[src/rtl/morph_erode_dilate_window_top_defines.svh]
// Assertion helpers for the block's top module.
// Each expects clk and rst_n in the scope where it is used.
`ifndef MORPH_ERODE_DILATE_WINDOW_TOP_DEFINES_SVH
`define MORPH_ERODE_DILATE_WINDOW_TOP_DEFINES_SVH

// Same-cycle implication.
`define MED_ASSERT_NOW(name, ante, cons, msg) \
    name: assert property (@(posedge clk) disable iff (!rst_n) (ante) |-> (cons)) \
        else $error(msg);

// Next-cycle implication.
`define MED_ASSERT_NEXT(name, ante, cons, msg) \
    name: assert property (@(posedge clk) disable iff (!rst_n) (ante) |=> (cons)) \
        else $error(msg);

`endif

[src/rtl/med_pkg.sv]
`timescale 1ns / 1ps
`default_nettype none

package med_pkg;

    localparam int WIN_SIZE   = 5;
    localparam int MAX_WIDTH  = 1024;
    localparam int MAX_HEIGHT = 4096;
    localparam int PIX_BITS   = 8;

    localparam int COL_W      = $clog2(MAX_WIDTH);
    localparam int WID_W      = COL_W + 1;
    localparam int HGT_W      = $clog2(MAX_HEIGHT) + 1;
    localparam int OUT_ROW_W  = HGT_W;
    localparam int IN_ROW_W   = HGT_W + 1;
    localparam int ORG_W      = 3;
    localparam int MODE_W     = 2;
    localparam int MASK_W     = WIN_SIZE * WIN_SIZE;
    localparam int DLY_W      = $clog2((WIN_SIZE - 1) * MAX_WIDTH + WIN_SIZE);
    localparam int STACK_W    = (WIN_SIZE - 1) * PIX_BITS;
    localparam int OFF_W      = $clog2(2 * WIN_SIZE - 1);
    localparam int TRB_W      = HGT_W + 1;
    localparam int TCB_W      = WID_W + 1;

    localparam int CFG_IDX_W  = 3;
    localparam int CFG_DATA_W = MASK_W;

    localparam int OUT_DEPTH  = 8;
    localparam int OUT_PTR_W  = $clog2(OUT_DEPTH);
    localparam int OCC_W      = $clog2(OUT_DEPTH + 1);

    localparam logic [CFG_IDX_W-1:0] CFG_MODE    = CFG_IDX_W'(0);
    localparam logic [CFG_IDX_W-1:0] CFG_MASK    = CFG_IDX_W'(1);
    localparam logic [CFG_IDX_W-1:0] CFG_ORG_ROW = CFG_IDX_W'(2);
    localparam logic [CFG_IDX_W-1:0] CFG_ORG_COL = CFG_IDX_W'(3);
    localparam logic [CFG_IDX_W-1:0] CFG_WIDTH   = CFG_IDX_W'(4);
    localparam logic [CFG_IDX_W-1:0] CFG_HEIGHT  = CFG_IDX_W'(5);

    localparam logic [MODE_W-1:0] MODE_BERODE = MODE_W'(0);
    localparam logic [MODE_W-1:0] MODE_GERODE = MODE_W'(1);
    localparam logic [MODE_W-1:0] MODE_DILATE = MODE_W'(2);

    localparam logic [MODE_W-1:0] RST_MODE   = MODE_BERODE;
    localparam logic [MASK_W-1:0] RST_MASK   = MASK_W'(4657152);
    localparam logic [ORG_W-1:0]  RST_ORG    = ORG_W'(2);
    localparam logic [WID_W-1:0]  RST_WIDTH  = WID_W'(640);
    localparam logic [HGT_W-1:0]  RST_HEIGHT = HGT_W'(480);

    typedef logic [PIX_BITS-1:0] pix_t;

    localparam pix_t PIX_ONE = PIX_BITS'(1);

    typedef logic [WIN_SIZE-1:0][PIX_BITS-1:0] med_col_t;

    typedef struct packed {
        logic                 emit;
        logic                 last;
        logic [OUT_ROW_W-1:0] out_r;
        logic [COL_W-1:0]     out_c;
    } med_meta_t;

    typedef struct packed {
        logic [MODE_W-1:0] mode;
        logic [MASK_W-1:0] se_mask;
        logic [ORG_W-1:0]  orow;
        logic [ORG_W-1:0]  ocol;
        logic [WID_W-1:0]  eff_w;
        logic [HGT_W-1:0]  eff_h;
    } med_cfg_t;

    typedef struct packed {
        logic last;
        pix_t pix;
    } med_res_t;

endpackage

`default_nettype wire

[src/rtl/med_ofifo.sv]
`timescale 1ns / 1ps
`default_nettype none

module med_ofifo (
    input  logic              clk,
    input  logic              rst_n,
    input  logic              push,
    input  med_pkg::med_res_t push_data,
    input  logic              pop,
    output logic              pop_valid,
    output med_pkg::med_res_t pop_data
);
    import med_pkg::*;

    med_res_t             fifo_mem [OUT_DEPTH];
    logic [OUT_PTR_W-1:0] wr_ptr_reg;
    logic [OUT_PTR_W-1:0] rd_ptr_reg;
    logic [OCC_W-1:0]     cnt_reg;
    logic [OCC_W-1:0]     cnt_next;

    always_ff @(posedge clk)
    begin
        if (push)
        begin
            fifo_mem[wr_ptr_reg] <= push_data;
        end
    end

    assign cnt_next = cnt_reg + OCC_W'(push) - OCC_W'(pop);

    always_ff @(posedge clk or negedge rst_n)
    begin
        if (!rst_n)
        begin
            wr_ptr_reg <= '0;
            rd_ptr_reg <= '0;
            cnt_reg    <= '0;
        end
        else
        begin
            if (push)
            begin
                wr_ptr_reg <= wr_ptr_reg + 1'b1;
            end
            if (pop)
            begin
                rd_ptr_reg <= rd_ptr_reg + 1'b1;
            end
            cnt_reg <= cnt_next;
        end
    end

    assign pop_valid = (cnt_reg != '0);
    assign pop_data  = fifo_mem[rd_ptr_reg];

endmodule

`default_nettype wire

[config.mk]
export PLATFORM = sky130hd
export DESIGN_NAME = med_ofifo
export DESIGN_NICKNAME = d
export VERILOG_FILES = /design/src/rtl/morph_erode_dilate_window_top_defines.svh /design/src/rtl/med_pkg.sv /design/src/rtl/med_ofifo.sv
export SDC_FILE = /design/constraint.sdc
export NUM_CORES = 1
export LEC_CHECK = 0
export BUFFER_PORTS_ARGS = -buffer_cell sky130_fd_sc_hd__buf_2
export CAP_MARGIN = 20
export CORE_MARGIN = 2
export CORE_UTILIZATION = 50
export DETAILED_ROUTE_END_ITERATION = 16
export GPL_TIMING_DRIVEN = 0
export PLACE_DENSITY = 0.7
export SLEW_MARGIN = 25
export SYNTH_ARGS = -nofsm -noshare
export SYNTH_HDL_FRONTEND = slang
export SYNTH_SLANG_ARGS = --single-unit
[constraint.sdc]
create_clock -name clk -period 1.9 [get_ports clk]
set_clock_uncertainty 0.2 [all_clocks]
set_input_delay 0.475 -clock clk [delete_from_list [all_inputs] [get_ports clk]]
set_output_delay 0.475 -clock clk [all_outputs]
set_load 0.02 [all_outputs]
==> impl_metrics.json <==
{
  "yosys_warnings": 0,
  "wl_per_cell_um": 21.3,
  "violations": "setup timing",
  "outcome": "finished, violations left",
  "die_x_um": 85.6,
  "hold_depth": 2,
  "leakagePower_nw": 1.43,
  "path_class": "reg -> out",
  "cts_tree": "done",
  "regToRegStartpoint": "wr_ptr_reg[1]$_DFFE_PN0P_",
  "clkTransAtPathRegs_ns": 0.08,
  "first_pass_iters": 4,
  "drt_iter0_drc": 120,
  "timing.final.crit_share_pct": 141,
  "grt_start_max_net_pins": 16,
  "die_h_um": 85.6,
  "numPortBuffers": 22,
  "ant_nets": 0,
  "switchingPower_w": 0.00205,
  "power_density_mw_per_mm2": 1640,
  "grt_pass1_wl_mm": 9.07,
  "p_comb_share_pct": 42.2,
  "routed_via_density": 5.66,
  "startpoint_type": "register",
  "grt-ovfl-total": 0,
  "reg2regPathDepth": 2,
  "clockBufferDepth": 2,
  "syn_inst": 156,
  "cts_buffers": 9,
  "swShare_pct": 31.6,
  "maxCapViolations": 0,
  "num_rows": 29,
  "antenna_cells": 0,
  "clkPwrFrac_pct": 19.5,
  "max-slew-margin-rel_pct": 37.4,
  "core_area_mm2": 0.00639,
  "htree_levels": 3,
  "min_path_type": "in -> reg",
  "min_period_ns": 2.68,
  "irDropWorstVdd_mv": 0.924,
  "post_route_cells_drive_above_1_share_pct": 43.1,
  "arrival_ns": 2.01,
  "cp-end-kind": "primary output",
  "clk_latency_ns": 0.35,
  "grt.met1_usage_pct": 21.4,
  "top_usage_layer": "met2",
  "met3_usage_pct": 4.91,
  "largest_register_ffs": 72,
  "worst_pin_slew_ns": 0.940,
  "p_int_w": 0.00443,
  "drt-total-wl_mm": 5.98,
  "nets": 220,
  "track_usage_pct": 17.5,
  "grt_setup_unrepaired": "true",
  "maxSlewViolCount": 0,
  "r2r_slack_ns": 0.07,
  "min_to": "rd_ptr_reg[0]$_DFFE_PN0P_",
  "fmax_mhz": 373,
  "setup_viol": 9,
  "layout_setup_ws_ns": -0.780,
  "hpwl_mm": 3.71,
  "tns_ns": -6.84,
  "reg2reg_to": "fifo_mem[4][6]$_DFFE_PP_",
  "syn_area_per_cell_um2": 21.3,
  "initial_core_util_pct": 52.1,
  "use_met2_pct": 30.6,
  "cts-root-buf": "clkbuf_8",
  "synth_nets": 177,
  "ioPinCount": 23,
  "die-area_mm2": 0.00732,
  "antenna_found_initial": 0,
  "worstHoldStart": "pop",
  "drc": 0,
  "cts_num_sinks": 82,
  "cp.required_ns": 1.22,
  "p_total_w": 0.00647,
  "place_congestion": 0.696,
  "hold_viol": 0,
  "synth-seq-cells": 82,
  "syn_area_mm2": 0.00333,
  "cp_max_fo": 8,
  "yosysUniqueCellTypes": 22,
  "area_delta_synth_final_pct": 18.9,
  "first_global_vias": 1688,
  "dr_total_vias": 1591,
  "p_seq_share_pct": 38.3,
  "seq_area_frac_synth_pct": 72.5
}
-- routing by layer --
metal / share of wire [%] / wire length (um)
met1: 40 / 2390
met2: 52 / 3120
met3: 6.6 / 396
met4: 1.3 / 79
met5: 0 / 0
-- critical path, cell delays in order, from the launching register on --
cell	delay [ns]
dfrtp_1	0.41
buf_8	0.18
clkbuf_16	0.16
mux4_2	0.49
mux2_4	0.28
buf_6	0.13
-- layout by cell type (no fill, tap or decap), types with 4 or more instances in the layout --
| master | instances |
|---|---|
| inv_1 | 7 |
| buf_4 | 6 |
| dfrtp_1 | 10 |
| buf_2 | 12 |
| edfxtp_1 | 72 |
| buf_6 | 11 |
| ha_1 | 6 |
| mux2_4 | 9 |
| nand2_1 | 4 |
| mux4_2 | 15 |
| clkbuf_8 | 9 |
| nor2_2 | 6 |
-- final cells by class --
class,instances,area [um2]
fill,443,2430
sequential,82,2410
multi-input combinational,61,867
timing repair buffer,32,297
clock buffer,9,124
tap,77,96.3
clock inverter,7,76.3
buffer,5,53.8
inverter,8,30.0
-- what timing repair did --
item                                    in CTS  in global routing
hold buffers                                 1                  0
buffers inserted                             2                  4
gates resized for setup                     14                 27
gates cloned                                 0                  1
endpoints found under the hold margin       10                  0
endpoints found under the setup margin      63                 15
-- Yosys cell counts, drive strengths merged --
library cell	n	area [um2]
nand2	4	15.0
fa	1	20.0
inv	8	30.0
clkbuf	1	3.75
a21o	1	7.51
dfrtp	10	250
mux4	18	439
edfxtp	72	2160
xor2	3	26.3
xnor2	3	26.3
nand2b	3	18.8
ha	7	87.6
nor2	6	22.5
mux2	11	158
buf	4	41.3
nand3	1	5.00
a21oi	1	5.00
nor3	2	10.0
-- power by group through the flow --
stage / Combinational [W] / Sequential (W) / Clock [W]
final: 0.00273 / 0.00248 / 0.00126
after global routing: 0.00292 / 0.00250 / 0.00134
after CTS: 0.00237 / 0.00246 / 0.00128
after detailed placement: 0.00218 / 0.00250 / 0
after global placement: 0.00208 / 0.00246 / 0
after floorplan: 0.00163 / 0.00244 / 0
-- cells by family (layout without fill, tap and decap cells) --
group	count (synthesis)	after routing	synth area share [%]
buf+inv	13	61	2.26
simple gates	16	16	2.14
mux	29	29	17.9
compound gates	2	2	0.376
flops	82	82	72.5
fa+ha+maj	8	8	3.23
xor+xnor	6	6	1.58
-- how the worst max path moves through the flow --
stage	startpoint	endpoint	slack [ns]	cells past startpoint
after floorplan	rd_ptr_reg[0]$_DFFE_PN0P_	pop_data[0]	-0.20	4
after global routing	rd_ptr_reg[0]$_DFFE_PN0P_	pop_data[5]	-0.84	5
final	rd_ptr_reg[0]$_DFFE_PN0P_	pop_data[5]	-0.78	5
after CTS	rd_ptr_reg[0]$_DFFE_PN0P_	pop_data[1]	-0.82	5
after global placement	push	fifo_mem[0][8]$_DFFE_PP_	-0.73	3
after detailed placement	rd_ptr_reg[2]$_DFFE_PN0P_	pop_data[1]	-0.53	5
-- per-stage QoR --
stage | hold slack, ns | utilization [%] | cells | setup WS [ns] | area [um2]
after global placement | 0.135 | 55.3 | 255 | -0.733 | 3530
after CTS | 0.156 | 60.1 | 276 | -0.823 | 3840
final | 0.167 | 62.0 | 281 | -0.780 | 3960
after detailed placement | 0.145 | 55.7 | 257 | -0.526 | 3560
after floorplan | -0.0206 | - | 156 | -0.199 | 3330
after global routing | 0.165 | 62.0 | 281 | -0.835 | 3960
Power figures use the tool's default switching activity.
